<file path="config.mk">
export PLATFORM = sky130hd
export DESIGN_NAME = modbus_rtu_register_responder_flat
export DESIGN_NICKNAME = d
export VERILOG_FILES = /design/src/rtl/mrr_pkg.sv /design/src/rtl/mrr_rx_if.sv /design/src/rtl/mrr_tx_if.sv /design/src/rtl/mrr_cfg_if.sv /design/src/rtl/modbus_rtu_register_responder.sv /design/src/rtl/mrr_front.sv /design/src/rtl/mrr_queue.sv /design/src/rtl/mrr_back.sv /design/src/flat_wrapper.sv
export VERILOG_INCLUDE_DIRS = /design/src /design/src/rtl
export SDC_FILE = /design/constraint.sdc
export NUM_CORES = 1
export LEC_CHECK = 0
export BUFFER_PORTS_ARGS = -buffer_cell sky130_fd_sc_hd__buf_2
export CAP_MARGIN = 20
export CELL_PAD_IN_SITES_DETAIL_PLACEMENT = 1
export CELL_PAD_IN_SITES_GLOBAL_PLACEMENT = 1
export CORE_ASPECT_RATIO = 0.5
export CORE_MARGIN = 2
export CORE_UTILIZATION = 30
export DETAILED_ROUTE_END_ITERATION = 7
export GPL_ROUTABILITY_DRIVEN = 1
export PLACE_DENSITY_LB_ADDON = 0.12
export SYNTH_ARGS = -nofsm -noshare
export SYNTH_HDL_FRONTEND = slang
export SYNTH_SLANG_ARGS = --single-unit
</file>
<file path="constraint.sdc">
create_clock -name clk -period 3.3 [get_ports clk]
set_input_delay 0.66 -clock clk [delete_from_list [all_inputs] [get_ports clk]]
set_output_delay 0.66 -clock clk [all_outputs]
set_load 0.05 [all_outputs]
</file>
<file path="src/rtl/modbus_rtu_register_responder_defines.svh">
// ----------------------------------------------------------------------------
// Modbus RTU register responder assertion macros
// Shared assertion wrappers; they expect clk and rst_n in the calling scope.
// ----------------------------------------------------------------------------
`ifndef MODBUS_RTU_REGISTER_RESPONDER_DEFINES_SVH
`define MODBUS_RTU_REGISTER_RESPONDER_DEFINES_SVH

`ifndef SYNTHESIS
// Same-cycle implication.
`define MRR_ASSERT_IMPLY(lbl, ante, cons) \
  lbl: assert property (@(posedge clk) disable iff (!rst_n) (ante) |-> (cons)) \
    else $error("responder assertion failed");
// Next-cycle implication.
`define MRR_ASSERT_NEXT(lbl, ante, cons) \
  lbl: assert property (@(posedge clk) disable iff (!rst_n) (ante) |=> (cons)) \
    else $error("responder assertion failed");
`else
`define MRR_ASSERT_IMPLY(lbl, ante, cons)
`define MRR_ASSERT_NEXT(lbl, ante, cons)
`endif

`endif

</file>
<file path="src/rtl/mrr_pkg.sv">
// ----------------------------------------------------------------------------
// Modbus RTU register responder package
// Widths, protocol constants, the reply descriptor and the CRC-16 byte step.
// ----------------------------------------------------------------------------
package mrr_pkg;

  localparam int unsigned QUEUE_DEPTH = 2;

  localparam int unsigned BYTE_W      = 8;
  localparam int unsigned ADDR_W      = 16;
  localparam int unsigned CFG_INDEX_W = 2;
  localparam int unsigned CFG_DATA_W  = 16;
  localparam int unsigned POS_W       = 3;
  localparam int unsigned CRC_W       = 16;

  typedef enum logic [CFG_INDEX_W-1:0] {
    CFG_SLAVE_ID = 2'd0,
    CFG_REG_ADDR = 2'd1
  } cfg_reg_t;

  localparam logic [BYTE_W-1:0] RESET_SLAVE_ID   = 8'd11;
  localparam logic [ADDR_W-1:0] RESET_REG_ADDR   = 16'd26;
  localparam logic [BYTE_W-1:0] RESET_COUNTER    = 8'd1;

  localparam logic [BYTE_W-1:0] FC_READ_HOLDING      = 8'd3;
  localparam logic [BYTE_W-1:0] EXC_FLAG             = 8'h80;
  localparam logic [BYTE_W-1:0] EXC_ILLEGAL_FUNCTION = 8'd1;
  localparam logic [BYTE_W-1:0] DATA_BYTE_COUNT      = 8'd2;
  localparam logic [BYTE_W-1:0] DATA_HIGH_BYTE       = 8'd0;

  localparam logic [POS_W-1:0] FRAME_LAST    = 3'd7;
  localparam logic [POS_W-1:0] DATA_BODY_LEN = 3'd5;
  localparam logic [POS_W-1:0] EXC_BODY_LEN  = 3'd3;

  localparam logic [CRC_W-1:0] CRC_INIT = 16'hFFFF;
  localparam logic [CRC_W-1:0] CRC_POLY = 16'hA001;

  // One pending reply, as decided by the front end.
  typedef struct packed {
    logic              is_data;
    logic [BYTE_W-1:0] station;
    logic [BYTE_W-1:0] code;
    logic [BYTE_W-1:0] count;
  } reply_t;

  // Status of the reply queue as seen by its producer and consumer.
  typedef struct packed {
    logic full;
    logic empty;
  } queue_stat_t;

  function automatic logic [CRC_W-1:0] crc_byte(input logic [CRC_W-1:0] crc,
                                                input logic [BYTE_W-1:0] din);
    logic [CRC_W-1:0] acc;
    acc = crc ^ {{(CRC_W-BYTE_W){1'b0}}, din};
    for (int b = 0; b < BYTE_W; b++) begin
      if (acc[0]) begin
        acc = (acc >> 1) ^ CRC_POLY;
      end else begin
        acc = acc >> 1;
      end
    end
    return acc;
  endfunction

endpackage

</file>
<file path="src/rtl/mrr_rx_if.sv">
// ----------------------------------------------------------------------------
// Request byte channel
// Valid/ready stream carrying one received request byte.
// ----------------------------------------------------------------------------
interface mrr_rx_if;
  logic                          valid;
  logic                          ready;
  logic [mrr_pkg::BYTE_W-1:0]    rx_byte;

  modport source (output valid, output rx_byte, input ready);
  modport sink   (input valid, input rx_byte, output ready);
endinterface

</file>
<file path="src/rtl/mrr_tx_if.sv">
// ----------------------------------------------------------------------------
// Reply byte channel
// Valid/ready stream carrying one reply byte and its end-of-frame flag.
// ----------------------------------------------------------------------------
interface mrr_tx_if;
  logic                          valid;
  logic                          ready;
  logic [mrr_pkg::BYTE_W-1:0]    tx_byte;
  logic                          last_byte;

  modport source (output valid, output tx_byte, output last_byte, input ready);
  modport sink   (input valid, input tx_byte, input last_byte, output ready);
endinterface

</file>
<file path="src/rtl/mrr_cfg_if.sv">
// ----------------------------------------------------------------------------
// Configuration write channel
// Valid/ready register writes: register index and write data.
// ----------------------------------------------------------------------------
interface mrr_cfg_if;
  logic                              valid;
  logic                              ready;
  logic [mrr_pkg::CFG_INDEX_W-1:0]   addr;
  logic [mrr_pkg::CFG_DATA_W-1:0]    data;

  modport source (output valid, output addr, output data, input ready);
  modport sink   (input valid, input addr, input data, output ready);
endinterface

</file>
<file path="src/rtl/modbus_rtu_register_responder.sv">
// Order: the eighth request byte pushes its reply into the queue, and the queue head is then
// registered into the output byte by byte; a data reply has 7 bytes and an exception 5.
// Throughput: one request byte per cycle; the eighth byte of a frame waits only while the
// reply queue is full. Replies leave at one byte per cycle, stalled only by out_tx.ready.
// Reset (synchronous, rst_n low) clears the frame position and the queue, restores
// slave_id 11, register_address 26 and reply counter 1.
// ----------------------------------------------------------------------------
// Modbus RTU register responder
// Answers read-holding-register requests for one register with data or exception.
// ----------------------------------------------------------------------------
module modbus_rtu_register_responder #(
  parameter int unsigned QUEUE_DEPTH = mrr_pkg::QUEUE_DEPTH
) (
  input  logic       clk,
  input  logic       rst_n,
  mrr_rx_if.sink     in_rx,
  mrr_tx_if.source   out_tx,
  mrr_cfg_if.sink    cfg_wr
);

  logic                  push;
  logic                  pop;
  mrr_pkg::reply_t       push_reply;
  mrr_pkg::reply_t       head_reply;
  mrr_pkg::queue_stat_t  q_stat;

  mrr_front u_front (
    .clk        (clk),
    .rst_n      (rst_n),
    .in_rx      (in_rx),
    .cfg_wr     (cfg_wr),
    .q_stat     (q_stat),
    .push       (push),
    .push_reply (push_reply)
  );

  mrr_queue #(
    .DEPTH (QUEUE_DEPTH)
  ) u_queue (
    .clk        (clk),
    .rst_n      (rst_n),
    .push       (push),
    .push_reply (push_reply),
    .pop        (pop),
    .head_reply (head_reply),
    .q_stat     (q_stat)
  );

  mrr_back u_back (
    .clk        (clk),
    .rst_n      (rst_n),
    .head_reply (head_reply),
    .q_stat     (q_stat),
    .pop        (pop),
    .out_tx     (out_tx)
  );

endmodule

</file>
<file path="src/rtl/mrr_front.sv">
// ----------------------------------------------------------------------------
// Responder front end
// Tracks the frame position, captures the request head and decides the reply.
// ----------------------------------------------------------------------------
module mrr_front (
  input  logic                  clk,
  input  logic                  rst_n,
  mrr_rx_if.sink                in_rx,
  mrr_cfg_if.sink               cfg_wr,
  input  mrr_pkg::queue_stat_t  q_stat,
  output logic                  push,
  output mrr_pkg::reply_t       push_reply
);

  logic [mrr_pkg::POS_W-1:0]  pos_r;
  logic [mrr_pkg::BYTE_W-1:0] head_r [4];
  logic [mrr_pkg::BYTE_W-1:0] slave_id_r;
  logic [mrr_pkg::ADDR_W-1:0] reg_addr_r;
  logic [mrr_pkg::BYTE_W-1:0] counter_r;

  logic accept;
  logic frame_end;
  logic id_match;
  logic is_data;

  // Only the closing byte of a frame needs room in the queue.
  assign frame_end    = (pos_r == mrr_pkg::FRAME_LAST);
  assign in_rx.ready  = !(frame_end && q_stat.full);
  assign accept       = in_rx.valid && in_rx.ready;
  assign cfg_wr.ready = 1'b1;

  assign id_match = (head_r[0] == slave_id_r);
  assign is_data  = (head_r[1] == mrr_pkg::FC_READ_HOLDING) &&
                    ({head_r[2], head_r[3]} == reg_addr_r);

  assign push               = accept && frame_end && id_match;
  assign push_reply.is_data = is_data;
  assign push_reply.station = head_r[0];
  assign push_reply.code    = is_data ? mrr_pkg::FC_READ_HOLDING
                                      : mrr_pkg::EXC_FLAG + head_r[1];
  assign push_reply.count   = counter_r;

  always_ff @(posedge clk) begin
    if (!rst_n) begin
      pos_r      <= '0;
      slave_id_r <= mrr_pkg::RESET_SLAVE_ID;
      reg_addr_r <= mrr_pkg::RESET_REG_ADDR;
      counter_r  <= mrr_pkg::RESET_COUNTER;
    end else begin
      if (accept) begin
        pos_r <= pos_r + 1'b1;
      end
      if (push && is_data) begin
        counter_r <= counter_r + 1'b1;
      end
      if (cfg_wr.valid && cfg_wr.ready) begin
        unique case (cfg_wr.addr)
          mrr_pkg::CFG_SLAVE_ID: slave_id_r <= cfg_wr.data[mrr_pkg::BYTE_W-1:0];
          mrr_pkg::CFG_REG_ADDR: reg_addr_r <= cfg_wr.data[mrr_pkg::ADDR_W-1:0];
          default: ;
        endcase
      end
    end
  end

  // Bytes 0 to 3 of each frame are kept; the rest are only counted.
  always_ff @(posedge clk) begin
    if (accept && !pos_r[2]) begin
      head_r[pos_r[1:0]] <= in_rx.rx_byte;
    end
  end

endmodule

</file>
<file path="src/rtl/mrr_queue.sv">
// ----------------------------------------------------------------------------
// Reply queue
// Small FIFO of decided replies between the front and back ends.
// ----------------------------------------------------------------------------
`include "modbus_rtu_register_responder_defines.svh"

module mrr_queue #(
  parameter int unsigned DEPTH = mrr_pkg::QUEUE_DEPTH
) (
  input  logic                  clk,
  input  logic                  rst_n,
  input  logic                  push,
  input  mrr_pkg::reply_t       push_reply,
  input  logic                  pop,
  output mrr_pkg::reply_t       head_reply,
  output mrr_pkg::queue_stat_t  q_stat
);

  localparam int unsigned PTR_W = (DEPTH > 1) ? $clog2(DEPTH) : 1;
  localparam int unsigned CNT_W = $clog2(DEPTH + 1);

  mrr_pkg::reply_t   slot_r [DEPTH];
  logic [PTR_W-1:0]  wr_ptr_r;
  logic [PTR_W-1:0]  rd_ptr_r;
  logic [CNT_W-1:0]  count_r;

  assign q_stat.full  = (count_r == CNT_W'(DEPTH));
  assign q_stat.empty = (count_r == '0);
  assign head_reply   = slot_r[rd_ptr_r];

  function automatic logic [PTR_W-1:0] ptr_inc(input logic [PTR_W-1:0] p);
    return (p == PTR_W'(DEPTH - 1)) ? '0 : p + 1'b1;
  endfunction

  always_ff @(posedge clk) begin
    if (!rst_n) begin
      wr_ptr_r <= '0;
      rd_ptr_r <= '0;
      count_r  <= '0;
    end else begin
      if (push) begin
        wr_ptr_r <= ptr_inc(wr_ptr_r);
      end
      if (pop) begin
        rd_ptr_r <= ptr_inc(rd_ptr_r);
      end
      if (push && !pop) begin
        count_r <= count_r + 1'b1;
      end else if (pop && !push) begin
        count_r <= count_r - 1'b1;
      end
    end
  end

  always_ff @(posedge clk) begin
    if (push) begin
      slot_r[wr_ptr_r] <= push_reply;
    end
  end

  `MRR_ASSERT_IMPLY(a_no_push_when_full, push, !q_stat.full || pop)
  `MRR_ASSERT_IMPLY(a_no_pop_when_empty, pop, !q_stat.empty)
  `MRR_ASSERT_IMPLY(a_count_bounded, 1'b1, count_r <= CNT_W'(DEPTH))

endmodule

</file>
<file path="src/rtl/mrr_back.sv">
// ----------------------------------------------------------------------------
// Responder back end
// Serializes the reply at the queue head and appends the CRC-16, low byte first.
// ----------------------------------------------------------------------------
`include "modbus_rtu_register_responder_defines.svh"

module mrr_back (
  input  logic                  clk,
  input  logic                  rst_n,
  input  mrr_pkg::reply_t       head_reply,
  input  mrr_pkg::queue_stat_t  q_stat,
  output logic                  pop,
  mrr_tx_if.source              out_tx
);

  logic [mrr_pkg::POS_W-1:0]  idx_r;
  logic [mrr_pkg::CRC_W-1:0]  crc_r;
  logic                       out_valid_r;
  logic [mrr_pkg::BYTE_W-1:0] tx_byte_r;
  logic                       last_r;

  logic [mrr_pkg::POS_W-1:0]  idx_nxt;
  logic [mrr_pkg::CRC_W-1:0]  crc_nxt;
  logic [mrr_pkg::BYTE_W-1:0] tx_byte_nxt;
  logic                       last_nxt;
  logic [mrr_pkg::BYTE_W-1:0] body_byte;
  logic [mrr_pkg::POS_W-1:0]  body_len;
  logic                       step;

  assign out_tx.valid     = out_valid_r;
  assign out_tx.tx_byte   = tx_byte_r;
  assign out_tx.last_byte = last_r;

  // The output register frees up whenever its byte is taken.
  assign step     = (!out_valid_r || out_tx.ready) && !q_stat.empty;
  assign body_len = head_reply.is_data ? mrr_pkg::DATA_BODY_LEN : mrr_pkg::EXC_BODY_LEN;
  assign pop      = step && last_nxt;

  always_comb begin
    unique case (idx_r)
      3'd0:    body_byte = head_reply.station;
      3'd1:    body_byte = head_reply.code;
      3'd2:    body_byte = head_reply.is_data ? mrr_pkg::DATA_BYTE_COUNT
                                              : mrr_pkg::EXC_ILLEGAL_FUNCTION;
      3'd3:    body_byte = mrr_pkg::DATA_HIGH_BYTE;
      3'd4:    body_byte = head_reply.count;
      default: body_byte = '0;
    endcase
  end

  always_comb begin
    priority if (idx_r < body_len) begin
      tx_byte_nxt = body_byte;
      last_nxt    = 1'b0;
      crc_nxt     = mrr_pkg::crc_byte(crc_r, body_byte);
      idx_nxt     = idx_r + 1'b1;
    end else if (idx_r == body_len) begin
      tx_byte_nxt = crc_r[7:0];
      last_nxt    = 1'b0;
      crc_nxt     = crc_r;
      idx_nxt     = idx_r + 1'b1;
    end else begin
      tx_byte_nxt = crc_r[15:8];
      last_nxt    = 1'b1;
      crc_nxt     = mrr_pkg::CRC_INIT;
      idx_nxt     = '0;
    end
  end

  always_ff @(posedge clk) begin
    if (!rst_n) begin
      idx_r       <= '0;
      crc_r       <= mrr_pkg::CRC_INIT;
      out_valid_r <= 1'b0;
    end else begin
      if (step) begin
        idx_r       <= idx_nxt;
        crc_r       <= crc_nxt;
        out_valid_r <= 1'b1;
      end else if (out_tx.ready) begin
        out_valid_r <= 1'b0;
      end
    end
  end

  always_ff @(posedge clk) begin
    if (step) begin
      tx_byte_r <= tx_byte_nxt;
      last_r    <= last_nxt;
    end
  end

  `MRR_ASSERT_IMPLY(a_idx_in_frame, !q_stat.empty, idx_r <= body_len + 1'b1)
  `MRR_ASSERT_IMPLY(a_idle_clean, q_stat.empty, idx_r == '0 && crc_r == mrr_pkg::CRC_INIT)
  `MRR_ASSERT_NEXT(a_crc_restart, pop, crc_r == mrr_pkg::CRC_INIT && idx_r == '0)

endmodule

</file>
<file path="src/flat_wrapper.sv">
// flat-port wrapper written by rule: the top's interface ports become plain ports
module modbus_rtu_register_responder_flat 
#(
  parameter int unsigned QUEUE_DEPTH = mrr_pkg::QUEUE_DEPTH
)
  (clk, rst_n, in_rx_valid, in_rx_rx_byte, in_rx_ready, out_tx_valid, out_tx_tx_byte, out_tx_last_byte, out_tx_ready, cfg_wr_valid, cfg_wr_addr, cfg_wr_data, cfg_wr_ready);
  mrr_rx_if in_rx_i ();
  mrr_tx_if out_tx_i ();
  mrr_cfg_if cfg_wr_i ();
  input  logic clk;
  input  logic rst_n;
  input wire logic [$bits(in_rx_i.valid)-1:0] in_rx_valid;
  input wire logic [$bits(in_rx_i.rx_byte)-1:0] in_rx_rx_byte;
  output wire logic [$bits(in_rx_i.ready)-1:0] in_rx_ready;
  output wire logic [$bits(out_tx_i.valid)-1:0] out_tx_valid;
  output wire logic [$bits(out_tx_i.tx_byte)-1:0] out_tx_tx_byte;
  output wire logic [$bits(out_tx_i.last_byte)-1:0] out_tx_last_byte;
  input wire logic [$bits(out_tx_i.ready)-1:0] out_tx_ready;
  input wire logic [$bits(cfg_wr_i.valid)-1:0] cfg_wr_valid;
  input wire logic [$bits(cfg_wr_i.addr)-1:0] cfg_wr_addr;
  input wire logic [$bits(cfg_wr_i.data)-1:0] cfg_wr_data;
  output wire logic [$bits(cfg_wr_i.ready)-1:0] cfg_wr_ready;
  assign in_rx_i.valid = in_rx_valid;
  assign in_rx_i.rx_byte = in_rx_rx_byte;
  assign in_rx_ready = in_rx_i.ready;
  assign out_tx_valid = out_tx_i.valid;
  assign out_tx_tx_byte = out_tx_i.tx_byte;
  assign out_tx_last_byte = out_tx_i.last_byte;
  assign out_tx_i.ready = out_tx_ready;
  assign cfg_wr_i.valid = cfg_wr_valid;
  assign cfg_wr_i.addr = cfg_wr_addr;
  assign cfg_wr_i.data = cfg_wr_data;
  assign cfg_wr_ready = cfg_wr_i.ready;
  modbus_rtu_register_responder #(.QUEUE_DEPTH(QUEUE_DEPTH)) u_core (.clk(clk), .rst_n(rst_n), .in_rx(in_rx_i), .out_tx(out_tx_i), .cfg_wr(cfg_wr_i));
endmodule
</file>
==> metrics.csv <==
metric,value,unit
setup_violations,0,
drt-total-wl,15.11,mm
worstSetupPathType,flop to flop,
antenna_left,0,
wl_per_cell,17.57,um
hold_class,input port to flop,
nets,618,
post-cts-setup-buffer-count,0,
grt_max_degree,49,
hold_buffers,0,
drt_iter0_drc,138,
synth_top_area_cell,edfxtp_1,
syn_area_per_cell,12.14,um^2
initial_core_util,0.3100,
skew,11.82,ps
first_pass_iters,4,
vias_per_cell,4.633,
crit_path_max_fanout,8,
critPathRequiredTime,3610,ps
dieArea,22790,um^2
cp-start-kind,flop,
synth_edf_count,91,
io_buffers,41,
synth_top_area_share,0.4231,
arrival,3280,ps
fin_setup_tns,0,ps
gp_congestion,0.7378,
finalCriticalPeriod,2966,ps
num_vias,3984,
cts_buffer_depth,2,
tritoncts,done,
antenna_found_initial,0,
outcome,completed,
clkSinkCount,151,
ir_drop,0.3450,mV
slew_headroom,0.5031,
hold_viol,0,
p_per_area,545.2,nW/um^2
fmax,337.1,MHz
coreArea,20830,um^2
io_pins,43,
antenna-diode-count,0,
synth.distinct_cells,55,
leakage,0.002740,uW
fin_util,0.3628,
drc,0,
layout_setup_ws,333.8,ps
end_kind,flop,
async_flop_share,0,
timing.final.crit_share,0.8988,
ys_warn_count,0,
drive_above_1_share,0.1840,
area_growth_syn_to_layout,17.01,%
fp-row-count,37,
post-place-ws,362.2,ps
yosysSeqAreaShare,0.6091,
maxCapViolations,0,
grt_pass1_wl,23.90,mm
clockRootBuffer,clkbuf_16,
grt-ovfl-total,0,
rsz0062_at_grt,false,
tightest_slew,743.1,ps
synth-seq-cells,151,
yosys-top-cells-area,"edfxtp_1 (42%), dfxtp_1 (19%), nand2_1 (5.2%)",
cts_buffers,17,
synth-main-ff-cell,edfxtp_1,
dieHeight,107.8,um
grtUsageTotal,0.1419,
syn_nets,576,
clock_latency,430,ps
cts_htree_levels,4,
synthCells,532,
finalMaxSlewViolations,0,
dieWidth,211.5,um
ctsResizeCount,0,
n_fill_cell,2240,
clkTransAtPathRegs,80,ps
dp_hpwl,10.58,mm
synthesis.area,6459,um^2
grt_pass1_vias,4220,
## layout make-up
class                      instances  area, um^2  area share
clock buffer                      19       464.2     0.06142
clock inverter                    13       122.6     0.01623
timing repair buffer              52       300.3     0.03974
multi-input combinational        345        2369      0.3134
inverter                           7       26.28    0.003477
sequential                       151        3934      0.5205
tap                              273       341.6     0.04520
## state kept, by name, summed over array words and instances, names as in the netlist, named ones only
signal / cells
u_core.u_back.out_tx.valid: 1
u_core.u_queue.wr_ptr_r: 1
u_core.u_front.slave_id_r: 8
u_core.u_front.counter_r: 8
u_core.u_queue.rd_ptr_r: 1
u_core.u_front.pos_r: 3
u_core.u_back.out_tx.tx_byte: 8
u_core.u_queue.count_r: 2
u_core.u_queue.slot_r: 50
u_core.u_front.reg_addr_r: 16
u_core.u_front.head_r: 32
u_core.u_back.out_tx.last_byte: 1
u_core.u_back.crc_r: 16
u_core.u_back.idx_r: 3
## metal layers
metal	track usage	wire length, um	vias to the layer above
li1	-	-	1956
met1	0.1964	7840	1968
met2	0.2213	6743	46
met3	0.02859	341	14
met4	0.04930	184	0
met5	0	0	-
## worst paths after layout
| check | start | end | slack [ps] | depth (start not counted) |
|---|---|---|---|---|
| setup / recovery | u_core.u_back.idx_r[1]$_SDFFE_PN0P_ | u_core.u_back.crc_r[0]$_SDFFE_PN1P_ | 330 | 10 |
| hold / removal | in_rx_rx_byte[7] | u_core.u_front.head_r[0][7]$_DFFE_PP_ | 470 | 1 |
| setup reg to reg | u_core.u_back.idx_r[1]$_SDFFE_PN0P_ | u_core.u_back.crc_r[0]$_SDFFE_PN1P_ | 330 | 10 |
| hold reg to reg | u_core.u_front.head_r[1][0]$_DFFE_PP_ | u_core.u_queue.slot_r[1][8]$_DFFE_PP_ | 480 | 0 |
## layout by cell type (no fill, tap or decap), types with 13 or more instances in the layout
cell type / n
and2_1: 18
nand2_1: 89
xor2_1: 25
clkbuf_16: 18
mux2_2: 14
edfxtp_1: 91
xnor2_1: 29
dfxtp_1: 60
nand3_1: 14
o21ai_0: 18
buf_2: 41
a21boi_0: 16
mux2i_1: 15
ha_1: 13
nor2b_1: 13
## Yosys cell counts (2+ instances only)
| master | count |
|---|---|
| edfxtp_1 | 91 |
| nand2_1 | 89 |
| xor2_1 | 25 |
| inv_1 | 7 |
| clkbuf_1 | 24 |
| or3_1 | 4 |
| nor4_1 | 6 |
| o21ai_1 | 2 |
| and3_1 | 4 |
| nor3_1 | 6 |
| o21ai_0 | 18 |
| a21boi_0 | 16 |
| o211ai_1 | 3 |
| or2_2 | 2 |
| mux2_2 | 14 |
| nand3_1 | 14 |
| nand4_1 | 6 |
| dfxtp_1 | 60 |
| nor2b_1 | 13 |
| o22ai_1 | 4 |
| a22oi_1 | 2 |
| nor2_1 | 10 |
| and2_1 | 18 |
| a222oi_1 | 3 |
| ha_1 | 13 |
| nand3b_1 | 2 |
| a221oi_1 | 2 |
| xnor2_1 | 29 |
| mux2i_1 | 15 |
| a21oi_1 | 5 |
## logic make-up (layout without fill, tap and decap cells)
kind of cell | after synthesis | count (layout) | share of synthesized area
DFF | 151 | 151 | 0.6091
muxes | 32 | 32 | 0.05560
xor gates and xnor gates | 58 | 58 | 0.08543
other | 1 | 1 | 0.0005806
and+or+nand+nor | 178 | 178 | 0.1317
adders and majority gates | 13 | 13 | 0.02518
buffers and inverters | 36 | 91 | 0.02460
AOI/OAI and AO/OA | 63 | 63 | 0.06781
## power by group
| part | switching (uW) | total [uW] | leakage (uW) | internal (uW) |
|---|---|---|---|---|
| combinational | 72.5 | 118 | 0.00113 | 45.1 |
| sequential | 25.7 | 2050 | 0.00132 | 2020 |
| clock | 890 | 1950 | 0.000288 | 1060 |
| total | 988 | 4120 | 0.00274 | 3130 |
## critical path, cell delays in order, from the launching register on
cell and delay, ps:
dfxtp_1 420, inv_1 100, ha_1 290, and2_1 230, a222oi_1 460, xnor2_1 220
xnor3_2 320, xnor2_1 380, xnor2_1 210, xnor2_1 150, o21ai_1 70
## per-stage QoR
stage          hold slack (ps)  area [um^2]  std cells  total power (uW)
6_report                 468.4         7557        860              4120
5_1_grt                  472.3         7557        860              4261
4_1_cts                  455.0         7557        860              4168
3_5_place_dp             459.7         6970        828              2213
3_3_place_gp             463.5         6970        828              2208
2_1_floorplan            446.5         6459        532              2151
(Power assumes the default switching activity.)
